**config.mk**
```make
export PLATFORM = sky130hd
export DESIGN_NAME = ict_ram
export DESIGN_NICKNAME = d
export VERILOG_FILES = /design/src/rtl/assert_macros.svh /design/src/rtl/ict_ram.sv
export SDC_FILE = /design/constraint.sdc
export NUM_CORES = 1
export LEC_CHECK = 0
export BUFFER_PORTS_ARGS = -buffer_cell sky130_fd_sc_hd__buf_4
export CORE_MARGIN = 10
export CORE_UTILIZATION = 65
export CTS_CLUSTER_DIAMETER = 40
export DETAILED_ROUTE_END_ITERATION = 6
export HOLD_SLACK_MARGIN = 0.12
export PLACE_DENSITY_LB_ADDON = 0.2
export SYNTH_ARGS = -nofsm -noshare
export SYNTH_HDL_FRONTEND = slang
export SYNTH_SLANG_ARGS = --single-unit
```
**constraint.sdc**
```tcl
create_clock -name clk_i -period 3.3 [get_ports clk_i]
set_clock_uncertainty 0.05 [all_clocks]
set_input_delay 0.33 -clock clk_i [delete_from_list [all_inputs] [get_ports clk_i]]
set_output_delay 0.33 -clock clk_i [all_outputs]
set_load 0.05 [all_outputs]
```
**src/rtl/assert_macros.svh**
```systemverilog
// Assertion helper macros for the block.
`ifndef ASSERT_MACROS_SVH
`define ASSERT_MACROS_SVH
// Clocked assertion with asynchronous reset disable.
`define ASSERT_CLK(label, clk, rst_n, prop, msg) \
  label: assert property (@(posedge clk) disable iff (!rst_n) (prop)) else $error(msg);
// Assertion that a condition never holds.
`define ASSERT_NEVER(label, clk, rst_n, cond, msg) \
  label: assert property (@(posedge clk) disable iff (!rst_n) !(cond)) else $error(msg);
`endif

```
**src/rtl/ict_ram.sv**
```systemverilog
// ----------------------------------------------------------------------------
// ict_ram
// Generic single-port RAM with registered read data.
// ----------------------------------------------------------------------------
`default_nettype none
module ict_ram #(
  parameter int Width = 8,
  parameter int Depth = 16
) (
  input  wire logic                     clk_i,
  input  wire logic                     we_i,
  input  wire logic [$clog2(Depth)-1:0] addr_i,
  input  wire logic [Width-1:0]         wdata_i,
  output logic      [Width-1:0]         rdata_o
);
  logic [Width-1:0] mem_q [Depth];

  always_ff @(posedge clk_i) begin
    if (we_i) begin
      mem_q[addr_i] <= wdata_i;
    end
    rdata_o <= mem_q[addr_i];
  end
endmodule
`default_nettype wire

```
## Yosys cells after proc, flatten, opt, wreduce, memory -nomap -nowiden

Memories as Yosys holds them, arrays and structs flattened. A register that Yosys moved wholly into a read port is not among the register bits.
Cells that the tools add are included.

- Multiplexer cells: 2

Operators with widths:

| operator | count |
|---|---|
| $mux 1 | 2 |

- Flip-flop bits (word level): 0
- RAM bits: 128
- Bits of input ports: 14
- Word-level logic and storage cells: 3
- Memories: 1

Memories:

| name | words | width | rd ports | clocked after memory_dff | write ports | RTL line | text |
|---|---|---|---|---|---|---|---|
| mem_q | 16 | 8 | 1 | 1 | 1 | ict_ram.sv:16 | `logic [Width-1:0] mem_q [Depth];` |

## Depth between registers and ports, before layout

Gate-level depths: netlist of run 1.

- Word-level depth: 2
- Depth in mapped cells: 5
- Mapped depth without buffers: 3

## Least setup slack after synthesis of run 1

No wires, ideal clock.

- Path kind: input to register
- Start: input port addr_i[2]
- End: memory mem_q[0][0] (enable)
- Library setup time: 0.383 ns
- Data arrival time: 1.440 ns
- Data required time: 2.867 ns
- Setup slack: 1.427 ns
- Stages: 2
- Cells stage by stage: or3b_2 nor3_1

RTL lines:

| item | RTL line | text |
|---|---|---|
| start: declaration | ict_ram.sv:12 | `input wire logic [$clog2(Depth)-1:0] addr_i,` |
| end: declaration | ict_ram.sv:16 |  |

No word-level cell before the write port.

## Worst setup path in the final report of run 1

- Start: input port addr_i[0]
- End: memory mem_q[15][2] (enable)

No word-level cell before the write port.

==> flow_summary.json, run 1 <==
{
  "status": "finished, final reports clean",
  "ff_latch_area_um2": 4000,
  "power_density_nw_per_um2": 637,
  "rsz0062_at_grt": "false",
  "start_kind": "primary input",
  "vdd_ir_drop_max_v": 0.000425,
  "path_max_fanout": 39,
  "use_met2_pct": 29.4,
  "gp_congestion": 0.833,
  "hold_class": "primary input to flop",
  "final_nets": 284,
  "p_leak_nw": 1.92,
  "regToRegSetupSlack_ns": 1.77,
  "grt_max_degree": 40,
  "hpwl_um": 5500,
  "n_fill_cell": 409,
  "syn_area_per_cell_um2": 22.0,
  "cap_viol_max_count": 0,
  "dp_cells": 345,
  "clk_pin_slew_ns": 0.06,
  "period_share_pct": 51.5,
  "syn_inst": 230,
  "fin_area_um2": 5900,
  "drt-total-wl_um": 9590,
  "arrival_ns": 1.79,
  "clock_path_buffers": 2,
  "post_cts_buffers": 0,
  "hold_ws_ns": 0.342,
  "gr-usage-met3_pct": 6.31,
  "via_count": 2381,
  "antenna_found_initial": 0,
  "drt-wirelength-per-cell_um": 24.9,
  "drt_iter0_drc": 206,
  "hold_violations": 0,
  "io_buffers": 21,
  "multi_input_area_um2": 1000,
  "busiest_layer": "met2",
  "grt-ovfl-total": 0,
  "dieHeight_um": 108,
  "die_area_um2": 11700,
  "drc": 0,
  "drtPass1Iterations": 4,
  "grt_usage_pct": 18.0,
  "grt_pass1_wl_um": 15000,
  "layout_min_cycle_time_ns": 1.70,
  "yosysUniqueCellTypes": 18,
  "cts_buffers": 17,
  "core_area_um2": 7650,
  "final_core_util_pct": 77.2,
  "io_pins": 22,
  "synth_fp_nets": 244,
  "cts_root_buf": "clkbuf_8",
  "insertion_delay_ns": 0.51,
  "dieWidth_um": 108,
  "areaGrowthSynthToFinish_pct": 16.5,
  "relSlewSlack_pct": 18.7,
  "fmax_mhz": 589,
  "ys_seq_elements": 136,
  "cts_tree": "yes",
  "antenna_cells": 0,
  "drive_above_1_share_pct": 30.7,
  "start_util_pct": 66.3,
  "fin_tns_setup_ns": 0,
  "setup_viol": 0,
  "worst-setup-path-type": "primary input to flop",
  "ys_seq_area_share_pct": 79.0,
  "cp.required_ns": 3.39,
  "ys_warn_count": 0,
  "htree_levels": 4,
  "worstMarginPinSlew_ns": 1.21,
  "antenna_left": 0,
  "drv_slew": 0,
  "cts_sinks": 136,
  "grt_pass1_vias": 2613,
  "stdcell_count": 385,
  "worst_setup_path_end_kind": "flop",
  "num_rows": 32,
  "vias_per_cell": 6.18,
  "synth_area_um2": 5070,
  "gr-usage-met1_pct": 22.5,
  "placed_area_um2": 5320
}
-- worst max-delay path, stage by stage --
cell and delay [ns]:
buf_4 0.53, nand2_1 0.26, nor2_1 0.63
-- flip-flops by register name, summed over array words and instances (netlist names) --
name	count
mem_q	128
rdata_o	8
-- synth_stat cells --
| master | n | area share [%] |
|---|---|---|
| buf_1 | 4 | 0.30 |
| a22oi_1 | 16 | 2.4 |
| or3b_2 | 1 | 0.17 |
| clkbuf_2 | 1 | 0.099 |
| nor2b_1 | 2 | 0.25 |
| buf_6 | 2 | 0.44 |
| dfxtp_1 | 8 | 3.2 |
| and2_1 | 1 | 0.12 |
| nand3_1 | 1 | 0.099 |
| nor2_1 | 13 | 0.96 |
| nand3b_1 | 2 | 0.30 |
| buf_2 | 2 | 0.20 |
| nor3_1 | 4 | 0.40 |
| mux4_2 | 32 | 14 |
| clkbuf_1 | 2 | 0.15 |
| nand2_1 | 9 | 0.67 |
| nand2b_1 | 2 | 0.25 |
| edfxtp_1 | 128 | 76 |
-- layout make-up --
class	count	share of cell area, %
timing repair buffer	32	4.41
clock inverter	13	1.44
clock buffer	19	7.14
sequential	136	67.8
tap	102	2.16
multi-input combinational	83	17.0
-- cells by family after synthesis --
logic type | count (synthesis) | share of synthesized area, %
and+or+nand+nor | 35 | 3.21
buffers and inverters | 11 | 1.19
muxes | 32 | 14.2
AOI/OAI and AO/OA | 16 | 2.37
DFF | 136 | 79.0
-- report_power, final --
group          total, W  switching, W  internal, W  leakage (nW)
Combinational  0.000232      0.000145    0.0000869         0.460
Clock           0.00158      0.000671     0.000912         0.239
Sequential      0.00194     0.0000110      0.00193          1.22
Total           0.00376      0.000827      0.00293          1.92
-- routing by layer --
layer | vias up | share of wire [%] | wire, µm
met5 | - | 0 | 0
met4 | 0 | 1.2 | 114
met3 | 12 | 6.7 | 644
met2 | 92 | 52 | 4960
met1 | 1235 | 40 | 3870
li1 | 1042 | - | -
-- worst paths after layout --
| check | start | cells past startpoint | to |
|---|---|---|---|
| max | addr_i[0] | 3 | mem_q[15][2] |
| min | addr_i[2] | 4 | rdata_o[7] |
| max reg2reg | mem_q[3][2] | 3 | rdata_o[2] |
| min reg2reg | mem_q[13][2] | 3 | rdata_o[2] |
-- through the flow --
stage	total power (W)	worst slack (ns)
floorplan	0.00212	1.43
finish	0.00376	1.60
CTS	0.00378	1.56
detailed placement	0.00220	1.02
global placement	0.00220	1.04
global route	0.00388	1.45
-- layout by cell type, fill, tap and decap left out, types with 2 or more instances in the layout --
master	n
dlygate4sd3_1	8
clkbuf_16	16
nor3_1	4
a22oi_1	16
mux4_2	32
clkinv_2	6
edfxtp_1	128
clkbuf_1	2
clkinv_4	2
dfxtp_1	8
nor2_1	13
nand2b_1	2
nand2_1	9
buf_4	24
nor2b_1	2
nand3b_1	2
clkinvlp_4	5
-- repair_timing --
item	in CTS	in global routing
hold buffers	8	0
endpoints found under the hold margin	128	0
resized for setup	0	0
Note: power is estimated with default switching activity, not from simulation.
==> inputs of run 2 (changes only) <==
--- a/config.mk
+++ b/config.mk
@@ -5,9 +5,10 @@
 export SDC_FILE = /design/constraint.sdc
 export NUM_CORES = 1
 export LEC_CHECK = 0
+export ABC_AREA = 1
 export BUFFER_PORTS_ARGS = -buffer_cell sky130_fd_sc_hd__buf_4
 export CORE_MARGIN = 10
-export CORE_UTILIZATION = 65
+export CORE_UTILIZATION = 55
 export CTS_CLUSTER_DIAMETER = 40
 export DETAILED_ROUTE_END_ITERATION = 6
 export HOLD_SLACK_MARGIN = 0.12
==> constraint.sdc (replaced) <==
create_clock -name clk_i -period 1.4 [get_ports clk_i]
set_clock_uncertainty 0.05 [all_clocks]
set_input_delay 0.14 -clock clk_i [delete_from_list [all_inputs] [get_ports clk_i]]
set_output_delay 0.14 -clock clk_i [all_outputs]
set_load 0.05 [all_outputs]
==> run 2 against run 1 <==
  * Power increased to 2.5 times the previous value
  * Sequential share of layout area decreased by 8.6 points
  * Clock-buffer cell count increased by 4
  * Critical path type is now flop to output pin
==> flow_summary.json, run 2 <==
{
  "status": "finished, final reports clean",
  "cts_sinks": 136,
  "synth_area_um2": 5590,
  "yosysTopAreaCell": "edfxtp_1",
  "cts_root_buf": "clkbuf_8",
  "syn_inst": 548,
  "die_area_um2": 14600,
  "gp_congestion": 0.816,
  "ys_seq_elements": 136,
  "critPathLaunch": "rdata_o[4]",
  "layout_commonest_cell": "nand2_1",
  "hpwl_um": 7540,
  "slowest_delay_ns": 0.32,
  "ctsResizeCount": 0,
  "post_cts_buffers": 0,
  "cp.buffers_inverters": 1,
  "r2r_start": "mem_q[2][5]",
  "biggestRegsByFlops": "mem_q (128), rdata_o (8)",
  "path_delay_family": "flip-flops",
  "hold_start": "addr_i[2]",
  "grt_pass1_vias": 3820,
  "grt-ovfl-total": 0,
  "dieHeight_um": 121,
  "stdcell_count": 750,
  "drive_above_1_share_pct": 13.9,
  "largest_register_ffs": 128,
  "arrival_ns": 1.04,
  "n_fill_cell": 745,
  "crit_cells": 1,
  "worstMarginPinSlew_ns": 0.329,
  "io_pins": 22,
  "io_buffers": 21,
  "hold_ws_ns": 0.163,
  "setup_viol": 0,
  "rr_worst_depth": 8,
  "cap_viol_max_count": 0,
  "syn_area_per_cell_um2": 10.2,
  "cts_buffers": 17,
  "path_max_fanout": 1,
  "fmax_mhz": 816,
  "rr_endpoint": "rdata_o[5]",
  "ys_warn_count": 0,
  "worst_setup_path_end_kind": "output pin",
  "cts_tree": "yes",
  "power_density_nw_per_um2": 1390,
  "drv_slew": 0,
  "period_share_pct": 87.5,
  "hold_violations": 0,
  "clk_pin_slew_ns": 0.06,
  "start_util_pct": 57.0,
  "htree_levels": 4,
  "grt_usage_pct": 17.6,
  "via_count": 3762,
  "synth_most_common_cell": "nand2_1",
  "cp.required_ns": 1.21,
  "worst_slack_ns": 0.175,
  "drtPass1Iterations": 5,
  "layout_min_cycle_time_ns": 1.23,
  "clock_path_buffers": 2,
  "drt_iter0_drc": 304,
  "num_rows": 36,
  "grt_max_degree": 37,
  "place_ws_ns": 0.0465,
  "drt-total-wl_um": 12200,
  "vdd_ir_drop_max_v": 0.000903,
  "core_area_um2": 9820,
  "critPathCapture": "rdata_o[4]",
  "grt_pass1_wl_um": 19500,
  "synth-edff-count": 128,
  "antenna_found_initial": 0,
  "ys_seq_area_share_pct": 71.6,
  "regToRegSetupSlack_ns": 0.34,
  "areaGrowthSynthToFinish_pct": 20.8,
  "p_leak_nw": 2.91,
  "synth-async-reset-ratio_pct": 0,
  "critical_path.cell_chain": "buf_4",
  "start_kind": "flop",
  "synthTopCellsByArea": "edfxtp_1 69%, nand2_1 23%, dfxtp_1 2.9%",
  "drc": 0,
  "final_cell_mix": "346 x nand2_1, 128 x edfxtp_1, 43 x buf_4, 21 x inv_1, 16 x clkbuf_16",
  "regMostFlops": "mem_q",
  "synth_flop_cell": "edfxtp_1",
  "drt-wirelength-per-cell_um": 16.2,
  "synth_top_area_share_pct": 68.7,
  "insertion_delay_ns": 0.53,
  "synthTopCellsByCount": "346 x nand2_1, 128 x edfxtp_1, 21 x inv_1",
  "worst-setup-path-type": "flop to output pin",
  "cp_slowest_cell": "dfxtp_1",
  "dieWidth_um": 121,
  "relSlewSlack_pct": 78.0,
  "vias_per_cell": 5.02,
  "synth_fp_nets": 562,
  "final_nets": 618,
  "rsz0062_at_grt": "false",
  "antenna_left": 0,
  "yosysUniqueCellTypes": 11,
  "hold_class": "primary input to flop",
  "dp_cells": 710,
  "antenna_cells": 0
}
-- run 2: final cells by class --
cell class	count	area (µm²)	share of cell area [%]
multi-input combinational	368	1410	20.8
clock inverter	9	103	1.52
inverter	23	86.3	1.28
clock buffer	23	447	6.61
sequential	136	4000	59.3
timing repair buffer	58	543	8.04
tap	133	166	2.46
-- run 2: metrics by stage --
stage	util (%)	total power [W]	instance area, µm²	setup TNS, ns
CTS	68.8	0.00944	6760	0
finish	68.8	0.00940	6760	0
detailed placement	62.4	0.00536	6130	0
global route	68.8	0.00971	6760	0
global placement	62.4	0.00535	6130	0
floorplan	-	0.00507	5610	-11.85
-- run 2: repair_timing --
action	4_1_cts	5_1_grt
setup endpoints to repair	0	0
hold buffers	8	0
endpoints found under the hold margin	128	0
-- run 2: worst min path at each step --
| stage | cells past startpoint | slack [ns] | end |
|---|---|---|---|
| finish | 7 | 0.16 | rdata_o[7] |
| floorplan | 0 | 0.19 | mem_q[0][0] |
| global placement | 1 | 0.45 | mem_q[13][0] |
| CTS | 7 | 0.14 | rdata_o[1] |
| global route | 7 | 0.20 | rdata_o[4] |
| detailed placement | 1 | 0.45 | mem_q[7][2] |
-- run 2: logic make-up after synthesis --
group                  after synthesis  synth area share (%)
and+or+nand+nor                    368                  24.8
DFF                                136                  71.6
buffers and inverters               44                  3.62
-- run 2: power by group --
group	leakage (nW)	internal [W]	total, W	switching [W]
logic	1.42	0.000218	0.000717	0.000500
registers	1.22	0.00455	0.00458	0.0000250
clock network	0.262	0.00256	0.00411	0.00154
total	2.91	0.00734	0.00940	0.00207
-- run 2: layer usage --
| layer | track usage [%] | up-vias | wire, µm |
|---|---|---|---|
| met5 | 0 | - | 0 |
| met4 | 6.26 | 0 | 128 |
| met3 | 5.21 | 14 | 741 |
| met2 | 28.6 | 116 | 5850 |
| met1 | 22.0 | 1775 | 5430 |
| li1 | - | 1857 | - |
